## config.mk

```make
export PLATFORM = sky130hd
export DESIGN_NAME = mrs_ctrl
export DESIGN_NICKNAME = d
export VERILOG_FILES = /design/src/rtl/mrs_pkg.sv /design/src/rtl/mrs_ctrl.sv
export SDC_FILE = /design/constraint.sdc
export NUM_CORES = 1
export LEC_CHECK = 0
export ABC_AREA = 1
export BUFFER_PORTS_ARGS = -buffer_cell sky130_fd_sc_hd__buf_2
export CAP_MARGIN = 20
export CORE_ASPECT_RATIO = 1.75
export CORE_MARGIN = 4
export CORE_UTILIZATION = 51
export DETAILED_ROUTE_END_ITERATION = 16
export HOLD_SLACK_MARGIN = 0.12
export PLACE_DENSITY = 0.92
export SYNTH_ARGS = -nofsm -noshare
export SYNTH_HDL_FRONTEND = slang
export SYNTH_SLANG_ARGS = --single-unit
```

## constraint.sdc

```tcl
create_clock -name clk -period 6.02 [get_ports clk]
set_input_delay 0.301 -clock clk [delete_from_list [all_inputs] [get_ports clk]]
set_output_delay 0.301 -clock clk [all_outputs]
set_load 0.05 [all_outputs]
```

## src/rtl/mrs_pkg.sv

```systemverilog
package mrs_pkg;

	// Matrix shape
	localparam int NUM_ROWS = 5;
	localparam int NUM_COLS = 5;

	// Field widths of the transaction ports
	localparam int WORD_W = 32;
	localparam int IDX_W  = 3;

	// Internal index widths follow the matrix shape
	localparam int RIDX_W = $clog2(NUM_ROWS);
	localparam int CIDX_W = $clog2(NUM_COLS);

	// One odd-even transposition pass per element of the longer line
	localparam int SORT_PASSES = (NUM_ROWS > NUM_COLS) ? NUM_ROWS : NUM_COLS;
	localparam int PASS_W      = $clog2(SORT_PASSES);

	typedef logic signed [WORD_W-1:0] word_t;

	typedef enum logic [2:0] {
		FN_WRITE     = 3'd0,
		FN_READ      = 3'd1,
		FN_ROT_RIGHT = 3'd2,
		FN_ROT_LEFT  = 3'd3,
		FN_ROT_UP    = 3'd4,
		FN_ROT_DOWN  = 3'd5,
		FN_SORT_COLS = 3'd6,
		FN_SORT_ROWS = 3'd7
	} func_t;

	// What one cell loads in the next cycle
	typedef enum logic [3:0] {
		CO_HOLD,
		CO_LOAD,
		CO_FROM_W,
		CO_FROM_E,
		CO_FROM_N,
		CO_FROM_S,
		CO_MIN_E,
		CO_MAX_W,
		CO_MIN_S,
		CO_MAX_N
	} cell_op_t;

	typedef enum logic [1:0] {
		ST_IDLE,
		ST_SORT,
		ST_RESULT
	} state_t;

	// Control handed from the sequencer to the cell array
	typedef struct packed {
		logic              apply;
		func_t             func;
		logic              phase;
		logic              ok;
		logic [RIDX_W-1:0] row;
		logic [CIDX_W-1:0] col;
	} ctl_t;

endpackage

```

## src/rtl/mrs_ctrl.sv

```systemverilog
module mrs_ctrl (
	input  logic                         clk,
	input  logic                         arst_n,
	input  logic                         req_valid,
	output logic                         req_stall,
	input  logic [mrs_pkg::IDX_W-1:0]    func,
	input  logic [mrs_pkg::IDX_W-1:0]    row_index,
	input  logic [mrs_pkg::IDX_W-1:0]    col_index,
	output logic                         rsp_valid,
	input  logic                         rsp_stall,
	input  mrs_pkg::word_t               rd_data,
	output mrs_pkg::word_t               read_value,
	output mrs_pkg::ctl_t                ctl
);

	mrs_pkg::state_t                state_q, state_d;
	mrs_pkg::func_t                 func_q;
	logic [mrs_pkg::RIDX_W-1:0]     row_q;
	logic [mrs_pkg::CIDX_W-1:0]     col_q;
	logic                           ok_q;
	logic [mrs_pkg::PASS_W-1:0]     pass_q;
	logic                           rsp_valid_q;
	mrs_pkg::word_t                 read_value_q;

	mrs_pkg::func_t                 in_func;
	logic                           in_ok;
	logic                           accept;
	logic                           in_sort;
	logic                           last_pass;
	logic                           rsp_load;

	assign in_func   = mrs_pkg::func_t'(func);
	assign in_ok     = (32'(row_index) < 32'(mrs_pkg::NUM_ROWS))
	                && (32'(col_index) < 32'(mrs_pkg::NUM_COLS));
	assign accept    = req_valid && (state_q == mrs_pkg::ST_IDLE);
	assign in_sort   = (in_func == mrs_pkg::FN_SORT_COLS) || (in_func == mrs_pkg::FN_SORT_ROWS);
	assign last_pass = (pass_q == mrs_pkg::PASS_W'(mrs_pkg::SORT_PASSES - 1));
	assign rsp_load  = (state_q == mrs_pkg::ST_RESULT) && (!rsp_valid_q || !rsp_stall);

	// Next state and cell array control
	always_comb begin
		state_d   = state_q;
		req_stall = (state_q != mrs_pkg::ST_IDLE);
		ctl.apply = 1'b0;
		ctl.func  = func_q;
		ctl.phase = pass_q[0];
		ctl.ok    = ok_q;
		ctl.row   = row_q;
		ctl.col   = col_q;
		case (state_q)
			mrs_pkg::ST_IDLE: begin
				ctl.func  = in_func;
				ctl.ok    = in_ok;
				ctl.row   = mrs_pkg::RIDX_W'(row_index);
				ctl.col   = mrs_pkg::CIDX_W'(col_index);
				ctl.apply = accept && !in_sort;
				if (accept) begin
					state_d = in_sort ? mrs_pkg::ST_SORT : mrs_pkg::ST_RESULT;
				end
			end
			mrs_pkg::ST_SORT: begin
				ctl.apply = 1'b1;
				if (last_pass) begin
					state_d = mrs_pkg::ST_RESULT;
				end
			end
			mrs_pkg::ST_RESULT: begin
				if (rsp_load) begin
					state_d = mrs_pkg::ST_IDLE;
				end
			end
			default: state_d = mrs_pkg::ST_IDLE;
		endcase
	end

	// Advance the sequencer and capture the transaction
	always_ff @(posedge clk or negedge arst_n) begin
		if (!arst_n) begin
			state_q <= mrs_pkg::ST_IDLE;
			pass_q  <= '0;
			func_q  <= mrs_pkg::FN_READ;
			row_q   <= '0;
			col_q   <= '0;
			ok_q    <= 1'b0;
		end else begin
			state_q <= state_d;
			if (accept) begin
				func_q <= in_func;
				row_q  <= mrs_pkg::RIDX_W'(row_index);
				col_q  <= mrs_pkg::CIDX_W'(col_index);
				ok_q   <= in_ok;
				pass_q <= '0;
			end else if (state_q == mrs_pkg::ST_SORT) begin
				pass_q <= pass_q + 1'b1;
			end
		end
	end

	// Output register: load the addressed element (zero when out of range), drop it once taken
	always_ff @(posedge clk or negedge arst_n) begin
		if (!arst_n) begin
			rsp_valid_q <= 1'b0;
		end else if (rsp_load) begin
			rsp_valid_q <= 1'b1;
		end else if (!rsp_stall) begin
			rsp_valid_q <= 1'b0;
		end
	end

	always_ff @(posedge clk) begin
		if (rsp_load) begin
			read_value_q <= ok_q ? rd_data : '0;
		end
	end

	assign rsp_valid  = rsp_valid_q;
	assign read_value = read_value_q;

endmodule

```

Word-level counts from Yosys, hierarchy flattened
Cells that the tools add are included.
- muxes and demuxes: 12
- equal/unequal tests: 9
- add/subtract/negate cells: 1
- magnitude comparators: 2
- reductions and logical operators: 13
- operators by type and width (kind ; number):
    3-bit equality test, second input constant ; 3
    3-bit 2-to-1 mux ; 3
    2-bit 2-to-1 mux ; 4
    7-bit 2-to-1 mux ; 1
    3-bit less-than comparator, second input constant ; 2
    2-bit != test, second input constant ; 3
    2-bit case mux with 3 select lines ; 1
    1-bit logical AND ; 4
    2-bit nonzero test ; 2
    3-bit by 1-bit adder with 3-bit output, second input constant ; 1
    1-bit zero test ; 3
    3-bit AND reduction ; 1
    2-bit by 1-bit equality test with 1-bit output, second input constant ; 1
    2-bit equality test, second input constant ; 1
    2-bit zero test ; 1
    1-bit logical OR ; 2
    1-bit 2-to-1 mux ; 2
    2-bit by 1-bit != test with 1-bit output, second input constant ; 1
    1-bit case mux with 2 select lines ; 1
- word-level logic and storage cells: 45
- input port bits: 45
- flip-flop bits (word level): 48
- output and inout bits: 46

Depth between registers and ports, before layout
- depth in word-level cells: 5
- depth in mapped cells: 7
- depth with buffers taken out: 7

Least setup slack after synthesis
Ideal clock, no wire load.
- path kind: flip-flop to flip-flop
- start point: register rsp_valid_q, in the netlist rsp_valid
- end point: register read_value_q[0], in the netlist read_value[0], enable pin
- cell stages (with the launch flop): 4
- slack: 3457 ps
- setup time: 421 ps
- data required time: 5599 ps
- path buffers: 0
- arrival: 2141 ps
- period minus slack after synthesis: 2563 ps
- path through: dfrtp_1 nand2_1 inv_1 nor2_1
- longest elaborated chain between the ends: 3
- RTL lines (element ; line ; text):
    from (decl) ; mrs_ctrl.sv:22 ; logic rsp_valid_q;
    from (signal assigned) ; mrs_ctrl.sv:102 ; rsp_valid_q <= 1'b0;
    from (signal assigned) ; mrs_ctrl.sv:104 ; rsp_valid_q <= 1'b1;
    from (signal assigned) ; mrs_ctrl.sv:106 ; rsp_valid_q <= 1'b0;
    1-bit zero test ; mrs_ctrl.sv:38 ; assign rsp_load = (state_q == mrs_pkg::ST_RESULT) && (!rsp_valid_q || !rsp_stall);
    1-bit logical OR ; mrs_ctrl.sv:38 ;
    1-bit logical AND ; mrs_ctrl.sv:38 ;
    via rsp_load ; mrs_ctrl.sv:30 ; logic rsp_load;
    to (signal assigned) ; mrs_ctrl.sv:112 ; read_value_q <= ok_q ? rd_data : '0;
    to (decl) ; mrs_ctrl.sv:23 ; mrs_pkg::word_t read_value_q;
The timed path passes the listed nets, and every way through them passes these cells.
A chain may end at the register's enable or synchronous reset.

==> run_results.csv <==
group,metric,value,unit
route,wire_per_inst,12.1,um
cts,clk_pin_slew,0.09,ns
floorplanning,io_pins,91,
pwr,peakVddDrop,0.000476,V
synth,yosysWarnings,0,
place,place.gp.congestion,0.794,
pwr,p_switching,828,uW
finish,fill_cells,334,
sta,skew,0.00783,ns
route,first_pass_iters,4,
pwr,power_leakage,0.00150,uW
setup_path,path_class,"flop to output pin",
cts,cts_tree,"built",
sta,worst_pin_slew,0.979,ns
finish,drive_gt1_share,36.2,%
setup_path,path_max_fanout,34,
setup_path,cp-startpoint,"ok_q",
cts,ctsResizeCount,0,
pwr,p_comb_share,52.2,%
pwr,internal_power,759,uW
finish,syn_to_final_growth,26.0,%
finish,final_nets,350,
grt,grt_pass1_wl,6700,um
flow_run,max-cap-violations,0,
synth,synth_seq_cells,48,
sta,setup_viol,0,
synth,ys_types,20,
pwr,seqPwrFrac,36.2,%
route,drt_iter0_drc,43,
pwr,power,1590,uW
sta,slew_headroom,34.7,%
synth,post_synth.cell_area_avg,9.91,um^2
floorplanning,die_w,56.6,um
setup_path,cp-start-kind,"flop",
cts,clockRootBuffer,"clkbuf_8",
grt,antenna_found_initial,0,
grt,grt_use_total,16.7,%
sta,period_share,35.0,%
synth,syn_area,0.00211,mm^2
place,port_buffers,90,
cts,clock_sinks,48,
sta,setup_tns,0,ns
cts,cts.path.max_buffers,2,
worst_hold_path,hold_class,"input port to flop",
setup_path,endpoint,"ctl[6]",
floorplanning,coreArea,0.00394,mm^2
synth,syn-num-nets,260,
setup_path,cp.required,5.72,ns
place,dpl-instance-area,0.00256,mm^2
sta,slew_viol_final,0,
cts,clk_latency,0.30,ns
finish,final_cell_area,0.00266,mm^2
setup_path,r2r_slack,4.50,ns
floorplanning,rows,30,
sta,grt_setup_unrepaired,"false",
grt,grt_pass1_vias,1510,
floorplanning,dieArea,0.00527,mm^2
synth,netlist_instances,213,
sta,final.min_clock_period,2.10,ns
sta,hold_viol_final,0,
grt,grt_max_degree,35,
route,avgViaCountPerCell,4.60,
run_status,status,"completed",
floorplanning,floorplan.initialDensity,53.6,%
grt,grt.overflow.total,0,
finish,antenna_cells,0,
setup_path,reg2reg_depth,5,
sta,fmax,475,MHz
route,drt_wl_total,4250,um
route,drtAntennaViolNets,0,
setup_path,cp_data_arrival_time,1.80,ns
pwr,sw_frac_of_total,52.2,%
pwr,p_clk_share,11.6,%
cts,cts_made_buffers,5,
cts,cts.htree.levels,2,
floorplanning,die_h,93.1,um
route,drc,0,
route,num_vias,1620,
setup_path,reg2reg_to,"read_value[26]",
pwr,power_density,596,mW/mm^2
setup_path,endpoint_kind,"output pin",
place,dp_hpwl,3330,um
setup_path,timing.rr.start,"state_q[1]",
synth,ys_seq_area_share,64.6,%
per-stage QoR:
stage | hold slack, ns | std cells | util [%] | worst slack [ns]
3_3_place_gp | 0.227 | 343 | 65.0 | 4.25
2_1_floorplan | 0.00541 | 213 | - | 3.46
6_report | 0.232 | 352 | 67.5 | 3.92
4_1_cts | 0.220 | 352 | 67.5 | 3.90
3_5_place_dp | 0.231 | 343 | 65.0 | 4.25
5_1_grt | 0.245 | 352 | 67.5 | 3.68
power groups by stage:
stage	logic, uW	clock network, uW	registers [uW]
2_1_floorplan	448	0	816
3_3_place_gp	817	0	576
3_5_place_dp	834	0	583
4_1_cts	836	191	576
5_1_grt	883	204	592
6_report	827	185	574
how the worst min path moves through the flow:
stage                       start        end  slack, ns  cells after the start
after CTS                 func[0]  func_q[0]       0.22                      3
after global routing      func[0]  func_q[0]       0.25                      3
after global placement     arst_n   col_q[2]       0.23                      1
final                     func[0]  func_q[0]       0.23                      3
after detailed placement   arst_n   col_q[0]       0.23                      1
after floorplan            arst_n   col_q[0]      0.005                      0
per-layer routing:
layer	vias up	GRT usage, %	share of wire (%)
met2	65	29.8	54
met3	9	4.83	7.8
met1	717	17.8	35
li1	829	-	-
met5	-	0	0
met4	0	7.13	2.2
kinds of logic after synthesis:
logic type | share of synthesized area (%)
and+or+nand+nor | 14.6
buffers and inverters | 11.8
DFF | 64.6
AOI/OAI and AO/OA | 7.41
adders and majority gates | 1.19
xor gates and xnor gates | 0.415
area by class of cell:
| cell class | count | area [um^2] | share of cell area [%] |
|---|---|---|---|
| clock buffers | 5 | 68.8 | 2.59 |
| clock inverters | 3 | 18.8 | 0.706 |
| inverters | 48 | 180 | 6.77 |
| multi-input cells | 108 | 502 | 18.9 |
| flip-flops and latches | 48 | 1360 | 51.2 |
| well taps | 48 | 60.1 | 2.26 |
| repair buffers | 92 | 468 | 17.6 |
state kept, by name, indices dropped and copies added, names as in the netlist:
signal / count
row_q: 3
pass_q: 3
read_value: 32
func_q: 3
rsp_valid: 1
col_q: 3
state_q: 2
ok_q: 1
critical path, cell delays in order, from the launching register on:
cell and delay, ns:
dfrtp_1 1.00, nand2_1 0.10, o21ai_0 0.12, buf_2 0.30
placed cells by master (no fill, tap or decap):
cell | synthesis | final
buf_2 | 4 | 90
nand2_1 | 70 | 70
inv_1 | 47 | 47
edfxtp_1 | 32 | 32
o21ai_1 | 16 | 16
dfrtp_1 | 15 | 15
o21ai_0 | 5 | 5
o21ai_2 | 5 | 5
clkbuf_8 | 0 | 5
nand3_1 | 3 | 3
nor2_2 | 1 | 2
ha_1 | 2 | 2
clkinv_2 | 0 | 2
inv_2 | 1 | 1
nand2_2 | 1 | 1
nor2_4 | 1 | 1
o21a_1 | 1 | 1
nor2_1 | 2 | 1
xnor2_1 | 1 | 1
clkinv_4 | 0 | 1
dfstp_2 | 1 | 1
dlygate4sd3_1 | 0 | 1
buf_4 | 2 | 1
synth_stat cells, drive strengths merged:
| library cell | n | area [um^2] |
|---|---|---|
| nand2 | 71 | 269 |
| inv | 48 | 180 |
| edfxtp | 32 | 961 |
| o21ai | 26 | 149 |
| dfrtp | 15 | 375 |
| buf | 9 | 68.8 |
| nor2 | 4 | 25.0 |
| nand3 | 3 | 15.0 |
| ha | 2 | 25.0 |
| dfstp | 1 | 26.3 |
| o21a | 1 | 7.51 |
| xnor2 | 1 | 8.76 |
timing repair:
action,CTS,global route
setup buffers,0,0
hold buffers,1,0
hold endpoints to repair,15,0
(Power assumes the default switching activity.)
