<file path="src/rtl/mrs_pkg.sv">
package mrs_pkg;

	// Matrix shape
	localparam int NUM_ROWS = 5;
	localparam int NUM_COLS = 5;

	// Field widths of the transaction ports
	localparam int WORD_W = 32;
	localparam int IDX_W  = 3;

	// Internal index widths follow the matrix shape
	localparam int RIDX_W = $clog2(NUM_ROWS);
	localparam int CIDX_W = $clog2(NUM_COLS);

	// One odd-even transposition pass per element of the longer line
	localparam int SORT_PASSES = (NUM_ROWS > NUM_COLS) ? NUM_ROWS : NUM_COLS;
	localparam int PASS_W      = $clog2(SORT_PASSES);

	typedef logic signed [WORD_W-1:0] word_t;

	typedef enum logic [2:0] {
		FN_WRITE     = 3'd0,
		FN_READ      = 3'd1,
		FN_ROT_RIGHT = 3'd2,
		FN_ROT_LEFT  = 3'd3,
		FN_ROT_UP    = 3'd4,
		FN_ROT_DOWN  = 3'd5,
		FN_SORT_COLS = 3'd6,
		FN_SORT_ROWS = 3'd7
	} func_t;

	// What one cell loads in the next cycle
	typedef enum logic [3:0] {
		CO_HOLD,
		CO_LOAD,
		CO_FROM_W,
		CO_FROM_E,
		CO_FROM_N,
		CO_FROM_S,
		CO_MIN_E,
		CO_MAX_W,
		CO_MIN_S,
		CO_MAX_N
	} cell_op_t;

	typedef enum logic [1:0] {
		ST_IDLE,
		ST_SORT,
		ST_RESULT
	} state_t;

	// Control handed from the sequencer to the cell array
	typedef struct packed {
		logic              apply;
		func_t             func;
		logic              phase;
		logic              ok;
		logic [RIDX_W-1:0] row;
		logic [CIDX_W-1:0] col;
	} ctl_t;

endpackage

</file>
<file path="src/rtl/mrs_cell.sv">
module mrs_cell (
	input  logic              clk,
	input  logic              arst_n,
	input  mrs_pkg::cell_op_t op,
	input  mrs_pkg::word_t    wdata,
	input  mrs_pkg::word_t    val_w,
	input  mrs_pkg::word_t    val_e,
	input  mrs_pkg::word_t    val_n,
	input  mrs_pkg::word_t    val_s,
	output mrs_pkg::word_t    val
);

	mrs_pkg::word_t val_q;
	mrs_pkg::word_t val_d;

	// Pick the next element: load, shift in from a neighbour, or compare-exchange
	always_comb begin
		case (op)
			mrs_pkg::CO_HOLD:   val_d = val_q;
			mrs_pkg::CO_LOAD:   val_d = wdata;
			mrs_pkg::CO_FROM_W: val_d = val_w;
			mrs_pkg::CO_FROM_E: val_d = val_e;
			mrs_pkg::CO_FROM_N: val_d = val_n;
			mrs_pkg::CO_FROM_S: val_d = val_s;
			mrs_pkg::CO_MIN_E:  val_d = (val_e < val_q) ? val_e : val_q;
			mrs_pkg::CO_MAX_W:  val_d = (val_w > val_q) ? val_w : val_q;
			mrs_pkg::CO_MIN_S:  val_d = (val_s < val_q) ? val_s : val_q;
			mrs_pkg::CO_MAX_N:  val_d = (val_n > val_q) ? val_n : val_q;
			default:            val_d = val_q;
		endcase
	end

	// Hold the element; the store clears at reset
	always_ff @(posedge clk or negedge arst_n) begin
		if (!arst_n) begin
			val_q <= '0;
		end else begin
			val_q <= val_d;
		end
	end

	assign val = val_q;

endmodule

</file>
<file path="config.mk">
export PLATFORM = sky130hd
export DESIGN_NAME = mrs_cell
export DESIGN_NICKNAME = d
export VERILOG_FILES = /design/src/rtl/mrs_pkg.sv /design/src/rtl/mrs_cell.sv
export SDC_FILE = /design/constraint.sdc
export NUM_CORES = 1
export LEC_CHECK = 0
export BUFFER_PORTS_ARGS = -buffer_cell sky130_fd_sc_hd__buf_2
export CORE_MARGIN = 2
export CORE_UTILIZATION = 31
export DETAILED_ROUTE_END_ITERATION = 6
export SLEW_MARGIN = 40
export SYNTH_ARGS = -nofsm -noshare
export SYNTH_HDL_FRONTEND = slang
export SYNTH_SLANG_ARGS = --single-unit
</file>
<file path="constraint.sdc">
create_clock -name clk -period 5.1 [get_ports clk]
set_input_delay 0.765 -clock clk [delete_from_list [all_inputs] [get_ports clk]]
set_output_delay 0.765 -clock clk [all_outputs]
set_load 0.01 [all_outputs]
</file>
# Yosys cells after proc, flatten, opt, wreduce, memory -nomap -nowiden
# Index checks and enable logic that the tools add are counted.
totals:
  out_inout_bits: 32
  rom_bits: 0
  elab_cells: 25
  ff_bits: 32
  ram_bits: 0
  latchBits: 0
  memories: 0
  inputBits: 166
classes:
  n_lt_le_gt_ge: 4
  n_shift: 0
  n_div: 0
  addsub: 0
  n_reduce_logical: 2
  bitwise: 0
  n_mux: 5
  n_eq_ne: 13
  n_mul: 0
ops:
  columns: ["cell", "n"]
  rows:
  - ["$pmux W32 S9", 1]
  - ["$mux W32", 4]
  - ["$gt A32 B32 Y1", 2]
  - ["$lt A32 B32 Y1", 2]
  - ["$eq A4 B3 Y1 const B", 4]
  - ["$reduce_bool A9 Y1", 1]
  - ["$eq A4 B2 Y1 const B", 2]
  - ["$eq A4 B4 Y1 const B", 2]
  - ["$ne A2 B2 Y1 const B", 4]
  - ["$reduce_and A5 Y1", 1]
  - ["$eq A4 B1 Y1 const B", 1]

# Longest topological paths before layout
# Gate-level depths: netlist of run 1.
logic_depth:
  word_depth: 3
  ltp_mapped: 11
  depth_no_buf: 10

# Worst setup path before layout of run 1
# Ideal clock, no wire load.
synth_path:
  path_type: "input to register"
  startpoint: "input port val_n[29]"
  endpoint: "register val_q[10], in the netlist val[10]"
  t_arrival_ns: 2.732
  path_buffers: 1
  required_time_ns: 5.021
  stages: 10
  path_slack_ns: 2.288
  setup_time_ns: 0.079
  path_cell_list: "ha_1 > a21o_1 > a31oi_1 > o211ai_1 > or4_1 > nor4_2 > nor4_2 > o211ai_4 > buf_12 > mux2i_1"
synth_via:
  elab_chain_cells: 3
synth_lines:
  columns: ["element", "line", "text"]
  rows:
  - ["start: declaration", "mrs_cell.sv:8", "input mrs_pkg::word_t val_n,"]
  - ["$gt A32 B32 Y1", "mrs_cell.sv:28", "mrs_pkg::CO_MAX_N: val_d = (val_n > val_q) ? val_n : val_q;"]
  - ["$ne A2 B2 Y1 (no line)", null, null]
  - ["$reduce_and A5 Y1 (no line)", null, null]
  - ["end signal: assignment", "mrs_cell.sv:38", "val_q <= val_d;"]
  - ["end: declaration", "mrs_cell.sv:13", "mrs_pkg::word_t val_q;"]
# No other way between the ends.
# A chain may end at the register's enable or synchronous reset.

# Worst setup path after layout of run 1
layout_path:
  startpoint: "input port val_s[9]"
  endpoint: "register val_q[1], in the netlist val[1]"
layout_via:
  elab_chain_cells: 3
layout_lines:
  columns: ["element", "line", "text"]
  rows:
  - ["start: declaration", "mrs_cell.sv:9", "input mrs_pkg::word_t val_s,"]
  - ["$lt A32 B32 Y1", "mrs_cell.sv:27", "mrs_pkg::CO_MIN_S: val_d = (val_s < val_q) ? val_s : val_q;"]
  - ["$ne A2 B2 Y1 (no line)", null, null]
  - ["$reduce_and A5 Y1 (no line)", null, null]
# No other way between the ends.

==> metrics.md, run 1 <==
| Metric | Value |
|---|---|
| Status | completed |
| Post-synthesis sequential area ratio | 16.02% |
| First-pass GRT wire length | 26920 um |
| Synthesized area per cell | 8.427 um^2 |
| Final WS setup | 1603 ps |
| Initial antenna violation count | 1 |
| I/O Buffers | 197 |
| Vias per cell | 5.278 |
| Depth of the most critical reg-to-reg path | 11 |
| Area after DPL | 0.006180 mm^2 |
| Cells after synthesis | 593 |
| Crit path from | val_s[9] |
| Critical Path AT | 3640 ps |
| CTS Buffer Depth | 2 |
| P_leak | 3.269 nW |
| Share of cells above drive strength 1 | 28.46% |
| Core footprint | 0.01583 mm^2 |
| Max Slew Vio Count | 0 |
| Unique masters post-synth | 52 |
| CP required | 5240 ps |
| Max-cap violations | 0 |
| Routed via count | 5278 |
| Unrepaired setup endpoints after global routing | false |
| Maximum clock frequency | 286.0 MHz |
| Total power | 1.799 mW |
| Number of global-route vias before repair | 5228 |
| Starting Density | 31.57% |
| Synth area leaders | ha_1 32%, dfrtp_1 16%, a21oi_1 8.1% |
| Reg2reg end | val[1] |
| DR WL/cell | 17.84 um |
| DIE HEIGHT | 131.0 um |
| Cell total after placement | 991 |
| Largest net degree at the start of global routing | 33 |
| Hold buffers post-CTS | 0 |
| CTS root buffer | clkbuf_16 |
| Count leader, synth | ha_1 |
| Flip-flop count of the largest register after layout | 32 |
| GPL Wtd Cong | 0.8864 |
| Hold Path Class | input pin to async pin |
| # setup viols final | 0 |
| Die width | 131.0 um |
| Flop-to-flop setup slack | 1710 ps |
| Worst skew pair latency | 280 ps |
| Layout area overhead | 26.61% |
| Min Tclk post-route | 3497 ps |
| Gr usage total | 20.56% |
| First-pass DRT Iterations | 7 |
| Post-CTS setup buffer count | 0 |
| Synth top area share | 31.55% |
| Worst slew pin tran | 840.8 ps |
| DRC Markers | 0 |
| Top_reg_cell synth | dfrtp_1 |
| Die Area | 0.01715 mm^2 |
| Busiest grt layer | met2 |
| Peak VDD IR | 0.1110 mV |
| Number of synthesized flops with an enable pin | 0 |
| Yosys reg bits | 32 |
| Critical Path Fanout Max | 20 |
| Nets | 1074 |
| Net Count, Synth | 885 |
| Max-slew headroom | 42.50% |
| Fin cells | 1000 |
| Initial drt markers | 301 |
| Crit path launch type | input pin |
| Post-synth top cells | 126 x ha_1, 92 x nand2_1, 81 x a21oi_1, 36 x inv_1, 34 x mux2i_1 |
| Total CTS buffers | 5 |
| Total gr overflow | 0 |
| Met3 usage | 2.932% |
| Post-CTS Resized | 0 |
| Clk sink count | 32 |
| Crit Path Category | input pin to register |
| Pre-CTS WS | 1317 ps |
| Asr flop ratio synth | 100.0% |
| Crit path capture type | register |
| Row cnt | 46 |
| Final hold vios | 0 |
| Met2 Use GR | 33.83% |
| CTS tree | yes |
| PD cells | 284.3 mW/mm^2 |
| Syn. warnings | 0 |
| Antenna Nets Post-Route | 0 |
| Met1 Usage GRT | 28.32% |
| H-tree Lvls | 2 |
| Worst-path clk slew | 50 ps |
| Sum Neg Setup Slack | 0 ps |
| Final Skew | 3.912 ps |
| Largest area contributor in the netlist | ha_1 |
| Reg2reg start | val[9] |
| Detailed Place HPWL | 14810 um |
| Period utilization | 68.56% |
| Total Routed Length | 17840 um |
| Ports | 198 |
| Mapped Area | 0.004997 mm^2 |
| Final Instance Area | 0.006327 mm^2 |
==> cell families (layout without fill, tap and decap cells) <==
logic type	after synthesis	in the layout	share of synthesized area [%]
simple gates	174	174	16.93
fa+ha+maj	126	126	31.55
other cells	0	4	0
flops	32	32	16.02
xor+xnor	1	1	0.1753
buf+inv	57	244	5.283
mux	34	34	6.810
compound gates	169	169	23.24
==> critical path, stage by stage <==
cell and delay, ps:
buf_2 110, ha_1 300, a21o_1 180, nand3_1 70, a21oi_1 70, a2111oi_0 760
a21oi_1 150, o21ai_0 360, o211ai_4 310, buf_4 370, mux2i_1 170
==> metrics by stage <==
stage | hold slack, ps | utilization (%)
floorplan | 469.4 | -
global placement | 598.5 | 39.04
detailed placement | 613.8 | 39.04
CTS | 605.5 | 39.83
global route | 478.7 | 39.91
finish | 440.0 | 39.98
==> placed cells by master (no fill, tap or decap), types with 15 or more instances in the layout <==
cell type / synthesis / final
dfrtp_1: 32 / 32
inv_1: 36 / 36
a21oi_1: 81 / 81
a222oi_1: 32 / 32
ha_1: 126 / 126
nand4_1: 23 / 23
buf_2: 1 / 196
mux2i_1: 34 / 34
nor2_1: 17 / 15
nand2_1: 92 / 92
==> report_power, final <==
group          internal, mW  total [mW]  switching (mW)  leakage (nW)
sequential            0.326       0.367          0.0415         0.388
combinational         0.475        1.15           0.678          2.82
clock                 0.172       0.278           0.106        0.0616
total                 0.973        1.80           0.826          3.27
==> how the worst max path moves through the flow <==
stage	slack [ps]	endpoint	cells past startpoint
2_1_floorplan	2290	val[10]	10
3_3_place_gp	1370	val[8]	11
3_5_place_dp	1320	val[7]	11
4_1_cts	1590	val[30]	11
5_1_grt	1370	val[24]	9
6_report	1600	val[1]	11
==> layout make-up <==
cell class	count	area (um^2)
Fill cell	1652	9500
Multi-Input combinational cell	504	3953
Timing Repair Buffer	203	1033
Sequential cell	32	800.8
Tap cell	216	270.3
Inverter	36	135.1
Clock buffer	5	125.1
Antenna cell	4	10.01
==> routing by layer <==
metal | up-vias | routed length, um | part of all wire (%)
met5 | - | 0 | 0
met4 | 0 | 216 | 1.2
met3 | 14 | 1123 | 6.3
met2 | 198 | 8251 | 46
met1 | 2398 | 8250 | 46
li1 | 2668 | - | -
No activity file was read; power rests on OpenSTA's default activity.
==> run 2, diff against run 1 <==
==> constraint.sdc (replaced) <==
create_clock -name clk -period 3.5 [get_ports clk]
set_input_delay 0.525 -clock clk [delete_from_list [all_inputs] [get_ports clk]]
set_output_delay 0.525 -clock clk [all_outputs]
set_load 0.01 [all_outputs]
==> metrics.md, run 2 (synthesized netlist as in run 1, its figures left out) <==
| Metric | Value |
|---|---|
| CTS tree | yes |
| Number of global-route vias before repair | 5249 |
| Unrepaired setup endpoints after global routing | false |
| Sum Neg Setup Slack | 0 ps |
| Final hold vios | 0 |
| Sw frac | 45.50% |
| Post-CTS setup buffer count | 0 |
| Hold WS | 201.1 ps |
| H-tree Lvls | 2 |
| Reg2reg start | val[27] |
| Worst-path clk slew | 60 ps |
| Post-CTS Resized | 0 |
| Ports | 198 |
| Nets | 1079 |
| Hold Path Class | input pin to async pin |
| Worst path depth | 11 |
| Final WS setup | 525.5 ps |
| Period utilization | 84.99% |
| Depth of the most critical reg-to-reg path | 11 |
| Pre-CTS WS | 354.1 ps |
| PD cells | 420.9 mW/mm^2 |
| CTS Buffer Depth | 2 |
| DR WL/cell | 17.80 um |
| Clock share of power | 17.0% |
| Bufs and invs on worst path | 2 |
| First-pass DRT Iterations | 7 |
| Crit Path Category | register to register |
| Gr usage total | 20.79% |
| Sequential power share | 20.0% |
| CP required | 3700 ps |
| Internal | 1.462 mW |
| Critical Path AT | 3180 ps |
| Die width | 131.0 um |
| Total gr overflow | 0 |
| Largest net degree at the start of global routing | 33 |
| Min Tclk post-route | 2974 ps |
| Starting Density | 31.57% |
| Vias per cell | 5.296 |
| Status | completed |
| Die Area | 0.01715 mm^2 |
| Total Routed Length | 17930 um |
| Top delay family on crit path | compound AO/OA/AOI/OAI gates |
| P_leak | 3.302 nW |
| Worst skew pair latency | 280 ps |
| CTS root buffer | clkbuf_16 |
| Slowest CP cell | o41ai_1 |
| Total CTS buffers | 5 |
| # setup viols final | 0 |
| Gate power share | 63.1% |
| Initial antenna violation count | 1 |
| Final Skew | 6.456 ps |
| Max-slew headroom | 46.93% |
| Clk sink count | 32 |
| Reg2reg end | val[22] |
| DIE HEIGHT | 131.0 um |
| Crit path launch type | register |
| Flip-flop count of the largest register after layout | 32 |
| CP cell instances | inv_1 -> ha_1 -> a211oi_1 -> o22ai_1 -> o41ai_1 -> a21oi_1 -> nor4_1 -> o21ai_0 -> o211ai_4 -> buf_4 -> mux2i_1 |
| Most frequent cells in the layout | 196 x buf_2, 126 x ha_1, 92 x nand2_1 |
| Critical Path Fanout Max | 19 |
| Max Slew Vio Count | 0 |
| First-pass GRT wire length | 27480 um |
| Core footprint | 0.01583 mm^2 |
| Routed via count | 5333 |
| DRC Markers | 0 |
| I/O Buffers | 197 |
| Net load switching power | 1.221 mW |
| Hold buffers post-CTS | 0 |
| Most common cell after layout, fill and taps aside | buf_2 |
| Crit path capture type | register |
| Flop-to-flop setup slack | 530 ps |
| Antenna Nets Post-Route | 0 |
| Maximum clock frequency | 336.2 MHz |
| Row cnt | 46 |
| CP peak stage delay | 470 ps |
| Peak VDD IR | 0.1449 mV |
| Total power | 2.683 mW |
| Detailed Place HPWL | 14840 um |
| Worst slew pin tran | 796.1 ps |
| Max-cap violations | 0 |
| Share of cells above drive strength 1 | 28.93% |
| GPL Wtd Cong | 0.8542 |
| Layout area overhead | 27.54% |
| Fillcell total | 1677 |
| Initial drt markers | 377 |
## run 2: power groups by stage
stage                     clock network (mW)  logic, mW  registers, mW
final                                  0.455       1.69          0.536
after global routing                   0.487       1.95          0.552
after CTS                              0.473       1.70          0.538
after detailed placement                   0       1.68          0.544
after global placement                     0       1.66          0.543
after floorplan                            0       1.07          0.584
## run 2: how the worst max path moves through the flow
stage	start	endpoint	slack [ps]
5_1_grt	val[27]	val[15]	240
4_1_cts	val[2]	val[22]	490
6_report	val[27]	val[22]	530
3_3_place_gp	val_s[2]	val[29]	380
2_1_floorplan	val_n[29]	val[10]	930
3_5_place_dp	val_s[2]	val[22]	350
## run 2: cell type report
type	instances	area, um^2	area share (%)
diodes	3	7.507	0.1178
clock buffers	8	146.4	2.297
flip-flops and latches	32	800.8	12.56
inverters	36	135.1	2.120
well taps	216	270.3	4.240
repair buffers	208	1071	16.80
multi-input cells	504	3943	61.86
## run 2: metrics by stage
step	utilization (%)	cell area (um^2)	instances
finish	40.27	6374	1007
CTS	40.21	6364	1004
detailed placement	39.28	6217	996
global placement	39.28	6217	996
global route	40.22	6366	1004
floorplan	-	4997	593
## run 2: layer usage
metal  part of all wire [%]  up-vias  global-route usage [%]
li1                       -     2675                       -
met3                    5.8       19                   2.402
met5                      0        -                       0
met2                     47      187                   34.78
met4                    1.3        0                   5.569
met1                     46     2452                   28.38
==> run 3, diff against run 2 <==
==> constraint.sdc (replaced) <==
create_clock -name clk -period 2.4 [get_ports clk]
set_input_delay 0.36 -clock clk [delete_from_list [all_inputs] [get_ports clk]]
set_output_delay 0.36 -clock clk [all_outputs]
set_load 0.01 [all_outputs]
==> metrics.md, run 3 (synthesized netlist as in run 1, its figures left out) <==
| Metric | Value |
|---|---|
| Status | complete, but fails checks |
| Failing checks | design-rule violations, negative setup slack |
| Max-cap violations | 0 |
| Share of cells above drive strength 1 | 44.25% |
| Total Routed Length | 19670 um |
| Most frequent cells in the layout | 196 x buf_2, 134 x buf_4, 116 x ha_1 |
| PD cells | 657.8 mW/mm^2 |
| Final hold vios | 0 |
| Period utilization | 113.8% |
| First-pass GRT wire length | 29670 um |
| Critical Path AT | 2900 ps |
| Max Slew Vio Count | 0 |
| CTS Buffer Depth | 2 |
| Pre-CTS WS | -459.4 ps |
| Layout area overhead | 56.16% |
| Routed via count | 5995 |
| Sw frac | 41.43% |
| Fillcell total | 1526 |
| Final WS setup | -331.8 ps |
| Net load switching power | 2.127 mW |
| Critical Path Fanout Max | 10 |
| Ports | 198 |
| Sequential cell area | 800.8 um^2 |
| Core footprint | 0.01583 mm^2 |
| H-tree Lvls | 2 |
| Gate power share | 70.0% |
| DIE HEIGHT | 131.0 um |
| CTS tree | yes |
| Met1 Usage GRT | 28.74% |
| CP required | 2570 ps |
| Hold WS | 36.16 ps |
| Worst slew pin tran | 787.7 ps |
| Gr usage total | 22.44% |
| Maximum clock frequency | 366.1 MHz |
| Cell total after placement | 1109 |
| Die width | 131.0 um |
| Area after DPL | 0.007122 mm^2 |
| Unrepaired setup endpoints after global routing | true |
| Die Area | 0.01715 mm^2 |
| I/O Buffers | 197 |
| Crit Path Category | register to register |
| Largest net degree at the start of global routing | 33 |
| Starting Density | 31.57% |
| Hold Path Class | input pin to async pin |
| Min Tclk post-route | 2732 ps |
| Nets | 1213 |
| First-pass DRT Iterations | 7 |
| DR WL/cell | 17.27 um |
| Area of the multi-input gates | 0.004243 mm^2 |
| Flip-flop count of the largest register after layout | 32 |
| Met3 usage | 3.787% |
| GPL Wtd Cong | 0.8601 |
| Worst-path clk slew | 60 ps |
| Peak VDD IR | 0.3088 mV |
| Total gr overflow | 0 |
| Clk sink count | 32 |
| Final Skew | 7.753 ps |
| # setup viols final | 32 |
| Crit path capture type | register |
| DRC Markers | 3 |
| Crit path launch type | register |
| Met2 Use GR | 39.16% |
| Hold buffers post-CTS | 0 |
| Detailed Place HPWL | 15640 um |
| Number of global-route vias before repair | 5841 |
| Initial antenna violation count | 1 |
| Sum Neg Setup Slack | -10040 ps |
| Vias per cell | 5.263 |
| CTS root buffer | clkbuf_16 |
| Sequential power share | 15.5% |
| Most common cell after layout, fill and taps aside | buf_2 |
| Final Instance Area | 0.007804 mm^2 |
| Total CTS buffers | 5 |
| Clock share of power | 14.5% |
| Max-slew headroom | 47.49% |
| Antenna Nets Post-Route | 0 |
| Row cnt | 46 |
| P_leak | 4.046 nW |
| Initial drt markers | 410 |
| Busiest grt layer | met2 |
| Internal | 3.007 mW |
| Worst skew pair latency | 280 ps |
| Fin cells | 1139 |
-- run 3: changes by cell type in the layout (fill, tap and decap cells not counted), moves of 5 or more --
| cell | previous run | this run |
|---|---|---|
| a21oi_1 | 81 | 75 |
| a21oi_2 | 0 | 5 |
| buf_4 | 12 | 134 |
| buf_6 | 0 | 7 |
| ha_1 | 126 | 116 |
| ha_4 | 0 | 10 |
| inv_1 | 36 | 25 |
| inv_2 | 0 | 11 |
-- run 3: routing by layer --
metal  part of all wire (%)  up-vias
met4                    1.8        0
met1                     44     2790
met3                    6.5       28
met5                      0        -
met2                     48      227
li1                       -     2950
-- run 3: power by group through the flow --
stage          Clock [mW]  Sequential (mW)  Combinational [mW]
2_1_floorplan           0            0.855                1.56
3_3_place_gp            0            0.798                3.10
3_5_place_dp            0            0.797                3.14
4_1_cts             0.767            0.793                3.44
5_1_grt             0.794            0.810                3.99
6_report            0.747            0.795                3.59
-- run 3: through the flow --
| step | utilization [%] | total power, mW |
|---|---|---|
| 2_1_floorplan | - | 2.418 |
| 3_3_place_gp | 44.96 | 3.903 |
| 3_5_place_dp | 45.00 | 3.935 |
| 4_1_cts | 48.38 | 5.002 |
| 5_1_grt | 49.29 | 5.594 |
| 6_report | 49.30 | 5.133 |
-- run 3: critical path: stages (launching register included) --
cell and delay, ps:
dfrtp_1 380, inv_2 120, ha_1 260, nand4_1 170, nor4_2 80, buf_4 130
a211oi_2 250, a311o_1 220, nand3_2 100, nor4_4 340, o211ai_4 130, buf_4 170
buf_16 150, mux2i_1 120
-- run 3: repair_timing --
item,in CTS,in global routing
gates cloned,3,0
setup endpoints to repair,32,32
resized for setup,42,20
pin swaps,3,13
setup buffers,16,3
-- run 3: final cells by class --
class | instances | share of cell area [%]
flip-flops and latches | 32 | 10.26
clock buffers | 6 | 1.651
diodes | 1 | 0.03207
inverters | 36 | 1.732
repair buffers | 342 | 28.04
clock inverters | 2 | 0.4489
multi-input cells | 504 | 54.37
well taps | 216 | 3.463
-- run 3: worst paths after layout --
| kind | start | to | slack (ps) | cells past startpoint |
|---|---|---|---|---|
| min in group clk | val_n[0] | val[0] | 380 | 3 |
| worst min-delay path | arst_n | val[18] | 40 | 1 |
| max in group asynchronous | arst_n | val[27] | 2010 | 1 |
| worst min register to register | val[30] | val[30] | 590 | 2 |
| worst max-delay path | val[25] | val[18] | -330 | 13 |
| worst max register to register | val[25] | val[18] | -330 | 13 |
